[src/rtl/lwm_pkg.sv]
`default_nettype none
// ----------------------------------------------------------------------------
// lwm_pkg: shared types and constants of the levels window mapper
// Register indexes, fixed field widths and the status bundle of the
// midtone level calculator.
// ----------------------------------------------------------------------------
package lwm_pkg;

    localparam int CFG_IDX_BITS = 2;
    localparam int MID_BITS     = 16;
    localparam int LEVEL_BITS   = 8;
    // Numerator and shifted divisor width of the midtone level division.
    localparam int MNUM_BITS    = 26;
    localparam int MCNT_BITS    = 3;

    localparam logic [CFG_IDX_BITS-1:0] CFG_BLACK = 2'd0;
    localparam logic [CFG_IDX_BITS-1:0] CFG_WHITE = 2'd1;
    localparam logic [CFG_IDX_BITS-1:0] CFG_MID   = 2'd2;

    localparam logic [MID_BITS-1:0]   MID_ONE         = 16'd4096;
    localparam logic [LEVEL_BITS-1:0] LEVEL_MAX       = 8'd255;
    // Midtone level that belongs to the reset mid ratio of 1.0.
    localparam logic [LEVEL_BITS-1:0] MID_RESET_LEVEL = 8'd128;

    typedef struct packed {
        logic                  busy;
        logic [LEVEL_BITS-1:0] level;
    } t_mid_status;

endpackage : lwm_pkg
`default_nettype wire

[src/rtl/lwm_mid_calc.sv]
`default_nettype none
// ----------------------------------------------------------------------------
// lwm_mid_calc: midtone level calculator
// Works out m = round(255*M/(4096+M)) with a restoring divider that
// produces one quotient bit per cycle after each write of the mid ratio.
// ----------------------------------------------------------------------------
module lwm_mid_calc (
    input  wire logic                         i_clk,
    input  wire logic                         i_rst_n,
    input  wire logic                         i_start,
    input  wire logic [lwm_pkg::MID_BITS-1:0] i_mid,
    output lwm_pkg::t_mid_status              o_status
);
    import lwm_pkg::*;

    logic                  r_busy;
    logic [MCNT_BITS-1:0]  r_cnt;
    logic [MNUM_BITS-1:0]  r_rem;
    logic [MNUM_BITS-1:0]  r_dsr;
    logic [LEVEL_BITS-1:0] r_q;
    logic [LEVEL_BITS-1:0] r_level;

    logic [MNUM_BITS-1:0]  n_num;
    logic [MNUM_BITS-1:0]  n_dsr;
    logic                  w_ge;

    // Rounding is folded in: (510*M + den) / (2*den), with den = 4096 + M.
    assign n_num = (MNUM_BITS'(i_mid) << 9) - MNUM_BITS'(i_mid) + MNUM_BITS'(MID_ONE);
    // The divisor 2*den starts shifted up by seven for the top quotient bit.
    assign n_dsr = (MNUM_BITS'(i_mid) << 8) + (MNUM_BITS'(MID_ONE) << 8);
    assign w_ge  = r_rem >= r_dsr;

    always_ff @(posedge i_clk) begin
        if (!i_rst_n) begin
            r_busy  <= 1'b0;
            r_cnt   <= '0;
            r_level <= MID_RESET_LEVEL;
        end else if (i_start) begin
            r_busy <= 1'b1;
            r_cnt  <= '1;
        end else if (r_busy) begin
            r_cnt <= r_cnt - 1'b1;
            if (r_cnt == '0) begin
                r_busy  <= 1'b0;
                r_level <= {r_q[LEVEL_BITS-2:0], w_ge};
            end
        end
    end

    always_ff @(posedge i_clk) begin
        if (i_start) begin
            r_rem <= n_num;
            r_dsr <= n_dsr;
            r_q   <= '0;
        end else if (r_busy) begin
            if (w_ge) begin
                r_rem <= r_rem - r_dsr;
            end
            r_dsr <= r_dsr >> 1;
            r_q   <= {r_q[LEVEL_BITS-2:0], w_ge};
        end
    end

    assign o_status.busy  = r_busy;
    assign o_status.level = r_level;

    a_start_busy : assert property (@(posedge i_clk) disable iff (!i_rst_n)
        i_start |=> r_busy)
        else $error("mid calculator did not start");

    a_rem_bound : assert property (@(posedge i_clk) disable iff (!i_rst_n)
        r_busy |-> ({1'b0, r_rem} < {r_dsr, 1'b0}))
        else $error("mid calculator remainder out of range");

    a_last_step : assert property (@(posedge i_clk) disable iff (!i_rst_n)
        (r_busy && r_cnt == '0 && !i_start) |=> !r_busy)
        else $error("mid calculator ran past its last step");

endmodule : lwm_mid_calc
`default_nettype wire

[src/rtl/levels_window_map_core.sv]
`default_nettype none
// ----------------------------------------------------------------------------
// levels_window_map_core: black / mid / white levels mapping
// Maps one signed sample to an 8-bit grey level through a threshold, scale
// and pipelined restoring division datapath.
// ----------------------------------------------------------------------------
// Throughput: one sample per clock while neither i_stall nor a midtone
// calculation holds the flow, set by the ten-stage datapath in which the
// division by the window span takes one quotient bit per stage.
// A write of mid_ratio holds o_stall high and o_cfg_ready low while the
// midtone divider runs. Synchronous active-low reset empties the
// pipeline and restores black 0, white 0 and mid ratio 1.0.
module levels_window_map_core #(
    parameter  int SAMPLE_BITS = 16,
    localparam int CfgBits     = (SAMPLE_BITS > 16) ? SAMPLE_BITS : 16
) (
    input  wire logic                             i_clk,
    input  wire logic                             i_rst_n,
    input  wire logic                             i_valid,
    output      logic                             o_stall,
    input  wire logic signed [SAMPLE_BITS-1:0]    i_sample,
    output      logic                             o_valid,
    input  wire logic                             i_stall,
    output      logic [lwm_pkg::LEVEL_BITS-1:0]   o_grey_level,
    input  wire logic                             i_cfg_valid,
    output      logic                             o_cfg_ready,
    input  wire logic [lwm_pkg::CFG_IDX_BITS-1:0] i_cfg_index,
    input  wire logic [CfgBits-1:0]               i_cfg_data
);
    import lwm_pkg::*;

    localparam int W      = SAMPLE_BITS;
    localparam int PW     = W + 10;        // product width
    localparam int KW     = LEVEL_BITS + 1;
    localparam int DIV_REG = LEVEL_BITS - 1; // division stages with registers
    localparam int NS     = DIV_REG + 3;   // A, B, division stages, output

    // Configuration.
    logic signed [W-1:0]   r_black;
    logic signed [W-1:0]   r_white;
    logic [MID_BITS-1:0]   r_mid;
    t_mid_status           w_mid;
    logic                  w_cfg_we;
    logic                  w_mid_start;

    // Handshake.
    logic [NS-1:0]         r_v;
    logic [NS-1:0]         w_en;
    logic                  w_in_accept;

    // Stage A.
    logic signed [W:0]     w_dxb;
    logic signed [W:0]     w_span;
    logic signed [W+1:0]   w_sum2;
    logic [W:0]            n_a_n;
    logic [KW-1:0]         n_a_k;
    logic [LEVEL_BITS-1:0] n_a_off;
    logic [W:0]            r_a_n;
    logic [KW-1:0]         r_a_k;
    logic [LEVEL_BITS-1:0] r_a_off;
    logic [W:0]            r_a_span;
    logic                  r_a_zero;
    logic                  r_a_full;

    // Stage B.
    logic [PW-1:0]         r_b_prod;
    logic [W:0]            r_b_span;
    logic [LEVEL_BITS-1:0] r_b_off;
    logic                  r_b_zero;
    logic                  r_b_full;

    // Division stages.
    logic [PW-1:0]         r_d_rem  [DIV_REG];
    logic [LEVEL_BITS-1:0] r_d_q    [DIV_REG];
    logic [W:0]            r_d_span [DIV_REG];
    logic [LEVEL_BITS-1:0] r_d_off  [DIV_REG];
    logic                  r_d_zero [DIV_REG];
    logic                  r_d_full [DIV_REG];

    // Output stage.
    logic                  w_ge0;
    logic [LEVEL_BITS-1:0] w_q;
    logic [LEVEL_BITS:0]   w_sum;
    logic [LEVEL_BITS-1:0] n_level;
    logic [LEVEL_BITS-1:0] r_level;

    // ------------------------------------------------------------------
    // Configuration registers and midtone level.
    // ------------------------------------------------------------------
    assign o_cfg_ready = !w_mid.busy;
    assign w_cfg_we    = i_cfg_valid && o_cfg_ready;
    assign w_mid_start = w_cfg_we && (i_cfg_index == CFG_MID);

    always_ff @(posedge i_clk) begin
        if (!i_rst_n) begin
            r_black <= '0;
            r_white <= '0;
            r_mid   <= MID_ONE;
        end else if (w_cfg_we) begin
            case (i_cfg_index)
                CFG_BLACK: r_black <= i_cfg_data[W-1:0];
                CFG_WHITE: r_white <= i_cfg_data[W-1:0];
                CFG_MID:   r_mid   <= i_cfg_data[MID_BITS-1:0];
                default:   ;
            endcase
        end
    end

    lwm_mid_calc u_mid_calc (
        .i_clk    (i_clk),
        .i_rst_n  (i_rst_n),
        .i_start  (w_mid_start),
        .i_mid    (i_cfg_data[MID_BITS-1:0]),
        .o_status (w_mid)
    );

    // ------------------------------------------------------------------
    // Pipeline flow: a stage moves on when it is empty or the next moves.
    // ------------------------------------------------------------------
    assign w_en[NS-1] = !r_v[NS-1] || !i_stall;
    for (genvar s = 0; s < NS - 1; s++) begin : g_en
        assign w_en[s] = !r_v[s] || w_en[s+1];
    end

    assign o_stall     = !w_en[0] || w_mid.busy;
    assign w_in_accept = i_valid && !o_stall;

    always_ff @(posedge i_clk) begin
        if (!i_rst_n) begin
            r_v <= '0;
        end else begin
            if (w_en[0]) begin
                r_v[0] <= w_in_accept;
            end
            for (int s = 1; s < NS; s++) begin
                if (w_en[s]) begin
                    r_v[s] <= r_v[s-1];
                end
            end
        end
    end

    // ------------------------------------------------------------------
    // Stage A: window tests and choice of numerator, scale and offset.
    // ------------------------------------------------------------------
    assign w_dxb  = {i_sample[W-1], i_sample} - {r_black[W-1], r_black};
    assign w_span = {r_white[W-1], r_white} - {r_black[W-1], r_black};
    assign w_sum2 = {i_sample[W-1], i_sample, 1'b0}
                  - {{2{r_black[W-1]}}, r_black}
                  - {{2{r_white[W-1]}}, r_white};

    always_comb begin
        if (r_mid == MID_ONE) begin
            n_a_n   = w_dxb;
            n_a_k   = KW'(LEVEL_MAX);
            n_a_off = '0;
        end else if (w_sum2[W+1]) begin
            // Lower half of the window ramps from 0 towards m.
            n_a_n   = w_dxb;
            n_a_k   = {w_mid.level, 1'b0};
            n_a_off = '0;
        end else begin
            n_a_n   = w_sum2[W:0];
            n_a_k   = {1'b0, LEVEL_MAX - w_mid.level};
            n_a_off = w_mid.level;
        end
    end

    always_ff @(posedge i_clk) begin
        if (w_en[0]) begin
            r_a_n    <= n_a_n;
            r_a_k    <= n_a_k;
            r_a_off  <= n_a_off;
            r_a_span <= w_span;
            r_a_zero <= i_sample <= r_black;
            r_a_full <= i_sample >= r_white;
        end
    end

    // ------------------------------------------------------------------
    // Stage B: scale.
    // ------------------------------------------------------------------
    always_ff @(posedge i_clk) begin
        if (w_en[1]) begin
            r_b_prod <= PW'(r_a_n) * PW'(r_a_k);
            r_b_span <= r_a_span;
            r_b_off  <= r_a_off;
            r_b_zero <= r_a_zero;
            r_b_full <= r_a_full && !r_a_zero;
        end
    end

    // ------------------------------------------------------------------
    // Division by the span, one quotient bit per stage, top bit first.
    // ------------------------------------------------------------------
    for (genvar j = 0; j < DIV_REG; j++) begin : g_div
        localparam int SH = LEVEL_BITS - 1 - j;
        logic [PW-1:0]         w_rem_in;
        logic [W:0]            w_span_in;
        logic [LEVEL_BITS-1:0] w_q_in;
        logic [LEVEL_BITS-1:0] w_off_in;
        logic                  w_zero_in;
        logic                  w_full_in;
        logic [PW-1:0]         w_sub;
        logic                  w_ge;

        if (j == 0) begin : g_first
            assign w_rem_in  = r_b_prod;
            assign w_span_in = r_b_span;
            assign w_q_in    = '0;
            assign w_off_in  = r_b_off;
            assign w_zero_in = r_b_zero;
            assign w_full_in = r_b_full;
        end else begin : g_next
            assign w_rem_in  = r_d_rem[j-1];
            assign w_span_in = r_d_span[j-1];
            assign w_q_in    = r_d_q[j-1];
            assign w_off_in  = r_d_off[j-1];
            assign w_zero_in = r_d_zero[j-1];
            assign w_full_in = r_d_full[j-1];
        end

        assign w_sub = PW'(w_span_in) << SH;
        assign w_ge  = w_rem_in >= w_sub;

        always_ff @(posedge i_clk) begin
            if (w_en[j+2]) begin
                r_d_rem[j]  <= w_ge ? (w_rem_in - w_sub) : w_rem_in;
                r_d_q[j]    <= {w_q_in[LEVEL_BITS-2:0], w_ge};
                r_d_span[j] <= w_span_in;
                r_d_off[j]  <= w_off_in;
                r_d_zero[j] <= w_zero_in;
                r_d_full[j] <= w_full_in;
            end
        end
    end

    // ------------------------------------------------------------------
    // Output stage: last quotient bit, offset, saturation and thresholds.
    // ------------------------------------------------------------------
    assign w_ge0 = r_d_rem[DIV_REG-1] >= PW'(r_d_span[DIV_REG-1]);
    assign w_q   = {r_d_q[DIV_REG-1][LEVEL_BITS-2:0], w_ge0};
    assign w_sum = {1'b0, w_q} + {1'b0, r_d_off[DIV_REG-1]};

    always_comb begin
        if (r_d_zero[DIV_REG-1]) begin
            n_level = '0;
        end else if (r_d_full[DIV_REG-1] || w_sum[LEVEL_BITS]) begin
            n_level = LEVEL_MAX;
        end else begin
            n_level = w_sum[LEVEL_BITS-1:0];
        end
    end

    always_ff @(posedge i_clk) begin
        if (w_en[NS-1]) begin
            r_level <= n_level;
        end
    end

    assign o_valid      = r_v[NS-1];
    assign o_grey_level = r_level;

    // ------------------------------------------------------------------
    // Assertions.
    // ------------------------------------------------------------------
    a_mid_write_stalls : assert property (@(posedge i_clk) disable iff (!i_rst_n)
        w_mid_start |=> o_stall)
        else $error("input not stalled while the midtone level is worked out");

    a_stage_a_holds : assert property (@(posedge i_clk) disable iff (!i_rst_n)
        (r_v[0] && !w_en[0]) |=> r_v[0])
        else $error("first stage dropped a held transaction");

    a_quotient_fits : assert property (@(posedge i_clk) disable iff (!i_rst_n)
        (r_v[1] && !r_b_zero && !r_b_full) |-> (r_b_prod < (PW'(r_b_span) << LEVEL_BITS)))
        else $error("scaled sample gives a quotient wider than a grey level");

endmodule : levels_window_map_core
`default_nettype wire

[config.mk]
export PLATFORM = sky130hd
export DESIGN_NAME = levels_window_map_core
export DESIGN_NICKNAME = d
export VERILOG_FILES = /design/src/rtl/lwm_pkg.sv /design/src/rtl/lwm_mid_calc.sv /design/src/rtl/levels_window_map_core.sv
export SDC_FILE = /design/constraint.sdc
export NUM_CORES = 2
export LEC_CHECK = 0
export ABC_AREA = 1
export BUFFER_PORTS_ARGS = -buffer_cell sky130_fd_sc_hd__buf_2
export CAP_MARGIN = 0
export CORE_MARGIN = 8
export CORE_UTILIZATION = 49
export DETAILED_ROUTE_END_ITERATION = 7
export HOLD_SLACK_MARGIN = 0.08
export PLACE_DENSITY_LB_ADDON = 0.15
export SKIP_LAST_GASP = 1
export SLEW_MARGIN = 5
export SYNTH_ARGS = -nofsm -noshare
export SYNTH_HDL_FRONTEND = slang
export SYNTH_HIERARCHICAL = 1
export SYNTH_SLANG_ARGS = --single-unit
export TNS_END_PERCENT = 50
[constraint.sdc]
create_clock -name i_clk -period 30.3 [get_ports i_clk]
set_input_delay 6.06 -clock i_clk [delete_from_list [all_inputs] [get_ports i_clk]]
set_output_delay 6.06 -clock i_clk [all_outputs]
set_load 0.05 [all_outputs]
**Yosys cells after proc, flatten, opt, wreduce, memory -nomap -nowiden**

Memories as Yosys holds them, arrays and structs flattened.
Cells that the tools add are included.

- Bits in registers: 243
- Bits in writable memories: 427
- Input bits: 39
- Output and inout bits: 11
- Word-level logic and storage cells: 150
- Memories: 6

Memory list:

| memory | words | bits a word | read ports | clocked after Yosys merged registers in | write ports | line | source |
|---|---|---|---|---|---|---|---|
| r_d_rem | 7 | 26 | 7 | 0 | 7 | levels_window_map_core.sv:73 | `logic [PW-1:0] r_d_rem [DIV_REG];` |
| r_d_span | 7 | 17 | 7 | 0 | 7 | levels_window_map_core.sv:75 | `logic [W:0] r_d_span [DIV_REG];` |
| r_d_off | 7 | 8 | 7 | 0 | 7 | levels_window_map_core.sv:76 | `logic [LEVEL_BITS-1:0] r_d_off [DIV_REG];` |
| r_d_q | 7 | 8 | 7 | 0 | 7 | levels_window_map_core.sv:74 | `logic [LEVEL_BITS-1:0] r_d_q [DIV_REG];` |
| r_d_full | 7 | 1 | 7 | 0 | 7 | levels_window_map_core.sv:78 | `logic r_d_full [DIV_REG];` |
| r_d_zero | 7 | 1 | 7 | 0 | 7 | levels_window_map_core.sv:77 | `logic r_d_zero [DIV_REG];` |

- $add $sub $neg: 18
- Multipliers: 1
- $lt $le $gt $ge: 11
- Equal/unequal tests: 3
- Muxes and demuxes: 35
- Bitwise logic cells: 2
- Reductions and logical operators: 42

Operators with widths:

| kind | number |
|---|---|
| $mux 26 | 12 |
| $mux 17 | 2 |
| $sub 16x16->17 | 2 |
| $add 26x13->26 const B | 1 |
| $ge 26x17->1 | 1 |
| $ge 26x18->1 | 1 |
| $ge 26x19->1 | 1 |
| $ge 26x20->1 | 1 |
| $ge 26x21->1 | 1 |
| $ge 26x22->1 | 1 |
| $ge 26x23->1 | 1 |
| $ge 26x24->1 | 1 |
| $ge 26x26->1 | 1 |
| $mul 17x9->26 | 1 |
| $sub 25x16->26 | 1 |
| $sub 26x18->26 | 1 |
| $sub 26x19->26 | 1 |
| $sub 26x20->26 | 1 |
| $sub 26x21->26 | 1 |
| $sub 26x22->26 | 1 |
| $sub 26x23->26 | 1 |
| $sub 26x24->26 | 1 |
| $sub 26x26->26 | 1 |
| $add 24x21->25 const B | 1 |
| other kinds (23) | 75 |

**Logic depth before layout (Yosys ltp)**

- Word-level depth: 15
- Gate-level depth with buffers: 21
- Mapped depth without buffers: 20

**Hierarchy**

Netlist, hierarchy kept.

By module, submodules not included:

| module | times used | cells each | area an instance (um^2) | seq. area each (um^2) |
|---|---|---|---|---|
| levels_window_map_core | 1 | 4526 | 38740.9 | 16565.9 |
| lwm_mid_calc | 1 | 952 | 6218.5 | 1911.8 |

**Worst setup path after synthesis**

Ideal clock, no wire load.

- Kind: input port to output port
- Start point: in i_stall
- End point: out o_stall
- Data arrival time: 13149 ps
- Data required time: 24240 ps
- Slack: 11091 ps
- Stages on the path: 6
- Buffers on the path: 0
- Cells stage by stage: nand4_1 > nor2_2 > nand4_1 > nor2_2 > nand3_1 > nand2_1

- Cells in the longest elaborated chain, start to end: 13

RTL lines:

| item | line | source |
|---|---|---|
| start, declared | levels_window_map_core.sv:23 | `input wire logic i_stall,` |
| $logic_not 1->1 | levels_window_map_core.sv:120 | `assign w_en[NS-1] = !r_v[NS-1] \|\| !i_stall;` |
| $logic_or 1x1->1 | levels_window_map_core.sv:120 |  |
| $logic_or 1x1->1 (6 in a row) | levels_window_map_core.sv:122 | `assign w_en[s] = !r_v[s] \|\| w_en[s+1];` |
| net w_en[3] | levels_window_map_core.sv:48 | `logic [NS-1:0] w_en;` |
| $logic_or 1x1->1 (3 in a row) | levels_window_map_core.sv:122 |  |
| $logic_not 1->1 | levels_window_map_core.sv:125 | `assign o_stall = !w_en[0] \|\| w_mid.busy;` |
| $logic_or 1x1->1 | levels_window_map_core.sv:125 |  |
| end, declared | levels_window_map_core.sv:20 | `output logic o_stall,` |

The timed path passes the listed nets, and every way through them passes these cells.

**Final worst setup path**

- Start point: in i_stall
- End point: out o_stall

- Cells in the longest elaborated chain, start to end: 13

RTL lines:

| item | line |
|---|---|
| $logic_not 1->1 | levels_window_map_core.sv:120 |
| $logic_or 1x1->1 | levels_window_map_core.sv:120 |
| $logic_or 1x1->1 (2 in a row) | levels_window_map_core.sv:122 |
| net w_en[7] | levels_window_map_core.sv:48 |
| $logic_or 1x1->1 (4 in a row) | levels_window_map_core.sv:122 |
| net w_en[3] | levels_window_map_core.sv:48 |
| $logic_or 1x1->1 (3 in a row) | levels_window_map_core.sv:122 |
| $logic_not 1->1 | levels_window_map_core.sv:125 |
| $logic_or 1x1->1 | levels_window_map_core.sv:125 |

The timed path passes the listed nets, and every way through them passes these cells.

==> results.cfg <==
[logic_synthesis]
synth_area_leaders = edfxtp_1 38%, nand2_1 13%, ha_1 9.1%
synth.mux.area_fraction = 0
yosys_warnings = 6
synth-seq-area-share = 0.411
synth_ff_type = edfxtp_1
synth_top_cell_area_share = 0.377
netlist_area_mm2 = 0.0450
yosys_register_bits = 641
synth_top_family_by_area = simple AND/OR/NAND/NOR gates
synth-edff-count = 564
yosysTopAreaCell = edfxtp_1
synthAdderAreaFrac = 0.150
synth_nets = 5977
ys_async_sr_fraction = 0
synth_xor_xnor_area_share = 0.0243
syn_inst = 5478
synth-compound-area-share = 0.0784
yosysUniqueCellTypes = 63
avgSynthCellArea_um2 = 8.21
synth-simple-area-share = 0.245

[clocking]
cts_hold_buffers = 0
root_buffer = clkbuf_16
cts-resized-gates = 0
cts_post_setup_buffers_inserted = 0
clock_path_buffers = 3
clk_latency_ns = 0.65
clk_pin_slew_ns = 0.06
cts_htree_levels = 3
tritoncts = yes
cts_buffers = 73
cts.sinks = 641

[detailed_routing]
viasPerCell = 5.21
dr.pass1.iters = 6
routed_wl_um = 118000
num_vias = 35300
drtIter0Drc = 2563
drt-wirelength-per-cell_um = 17.4
drcViolationCount = 0
ant_nets = 0

[worst_setup_path]
reg2reg_to = g_div[0].w_rem_in[25]
crit_slowest_cell = buf_4
crit_fanout = 61
path_class = in -> out
r2r-start = r_a_k[5]
reg2reg_depth = 16
critical_path_required_ns = 24.24
cp_top_family = buffers and inverters
worstPathCellList = buf_2, nand4_1, buf_4, nor2_2, nand4_1, buf_4, nor2_2, nand3_2, nand2_1, buf_2
cp-end-kind = output port
worstPathArrival_ns = 8.63
startpoint_type = input port
crit_buf_inv = 4
r2r_slack_ns = 25.23
cp_slowest_stage_delay_ns = 0.62

[grt]
antenna_found_initial = 3
grt_max_degree = 76
first_global_vias = 34500
gr-usage-all-layers = 0.229
grt_pass1_wl_um = 186000
overflow = 0

[worst_hold_path]
hold_path.startpoint = g_div[0].w_off_in[6]
holdPathEnd = r_d_off[0][6]
whs_path_depth = 0
holdCritPathClass = reg -> reg

[status]
status = completed

[timing]
hold_viol = 0
finalSetupViolCount = 0
timing.fmax_ghz = 0.0681
fin_setup_tns_ns = 0
slew_headroom = 0.385
holdWs_ns = 0.407
post-route-period-util = 0.485
fin_crit_ns = 14.69
skew_ns = 0.0233
worst_slew_pin_slew_ns = 0.922
slew_violations = 0
setup_slack_ns = 15.61
rsz0062_at_grt = no

[floorplan]
die_w_um = 319
dieArea_mm2 = 0.102
initial_utilization = 0.493
fp-row-count = 111
core-area_mm2 = 0.0912
design.portCount = 50
dieHeight_um = 319

[placement]
dp_cells = 6637
port_buffers = 49
post-place-ws_ns = 15.52
hpwlAfterDp_um = 93800
gp_congestion = 0.949

[finish]
nNetsFinal = 6025
instances_no_fill = 6775
drive_above_1_share = 0.0655
num-fill-cells = 8665
multiInputGateArea_mm2 = 0.0224
layout.area.seq_mm2 = 0.0185
synthToLayoutAreaGrowth_pct = 8.35

[run]
drv_cap = 0
-- cell usage after synthesis (5+ instances only) --
master	count
ha_1	327
o21ai_1	18
buf_2	8
inv_1	937
a21boi_0	5
a31oi_1	5
nand2_4	5
dfxtp_1	77
buf_4	7
nand2_2	42
a21oi_1	301
nor4_1	9
nor2_1	375
or2_2	5
a21o_1	10
clkbuf_1	52
xor2_1	100
nand2_1	1590
nand3_1	297
nor2_2	30
a21oi_2	41
nor2_4	10
nand4_1	89
o21ai_0	219
nand3_2	10
fa_1	133
o21bai_1	21
and2_1	7
o22ai_1	7
buf_6	18
inv_2	10
edfxtp_1	564
nand3b_1	30
nor3_1	52
xnor2_1	23
-- metrics by stage --
stage	instance area (µm²)	util
after CTS	48700	0.534
after floorplan	45000	-
after global routing	48700	0.534
after global placement	46300	0.507
final	48700	0.534
after detailed placement	46300	0.507
-- cell usage in the layout, fill, tap and decap left out, drive strengths merged, types with 21 or more instances in the layout --
| cell | Yosys | final |
|---|---|---|
| nand3b | 31 | 31 |
| buf | 37 | 62 |
| inv | 950 | 957 |
| edfxtp | 564 | 564 |
| nand4 | 91 | 91 |
| nand3 | 310 | 310 |
| o21ai | 240 | 240 |
| xor2 | 100 | 100 |
| o21bai | 21 | 21 |
| clkinv | 3 | 35 |
| dfxtp | 77 | 77 |
| nor2 | 415 | 415 |
| nand2 | 1638 | 1638 |
| clkbuf | 52 | 91 |
| a21oi | 344 | 344 |
| ha | 327 | 327 |
| xnor2 | 24 | 24 |
| fa | 133 | 133 |
| nor3 | 56 | 56 |
-- cell families after synthesis --
kind of cell,after synthesis
XOR/XNOR,124
AO/OA/AOI/OAI,640
flip-flops,641
buffers and inverters,1042
AND/OR/NAND/NOR,2571
adder cells (fa/ha/maj),460
-- cell type report --
class | instances | area share
Antenna cell | 2 | 0.000103
Tap cell | 1186 | 0.0305
Timing Repair Buffer | 62 | 0.00704
Clock buffer | 91 | 0.0406
Inverter | 953 | 0.0736
Sequential cell | 641 | 0.379
Multi-Input combinational cell | 3795 | 0.460
Clock inverter | 45 | 0.00940
-- how the worst max path moves through the flow --
stage	end	depth (start not counted)	from	slack, ns
2_1_floorplan	o_stall	6	i_stall	11.09
3_3_place_gp	o_stall	10	i_stall	15.53
3_5_place_dp	o_stall	10	i_stall	15.52
4_1_cts	o_stall	10	i_stall	15.52
5_1_grt	o_stall	10	i_stall	15.38
6_report	o_stall	10	i_stall	15.61
-- metal layers --
layer	track usage	routed length, µm	up-vias
li1	-	-	17800
met1	0.287	50700	16400
met2	0.401	57200	805
met3	0.0301	5460	214
met4	0.0861	4430	2
met5	0	13	-
-- flip-flops by register name, indices dropped and copies added (netlist names), 17 cells and up --
register,flops
g_div.w_rem_in,26
g_div.w_span_in,17
u_mid_calc/r_dsr,25
r_a_span,17
r_d_span,119
r_d_off,56
u_mid_calc/r_rem,26
r_d_q,28
r_a_n,17
r_d_rem,182
Power is not shown: default switching activity piles up to over one toggle a cycle in this logic, so the estimate is an artifact.
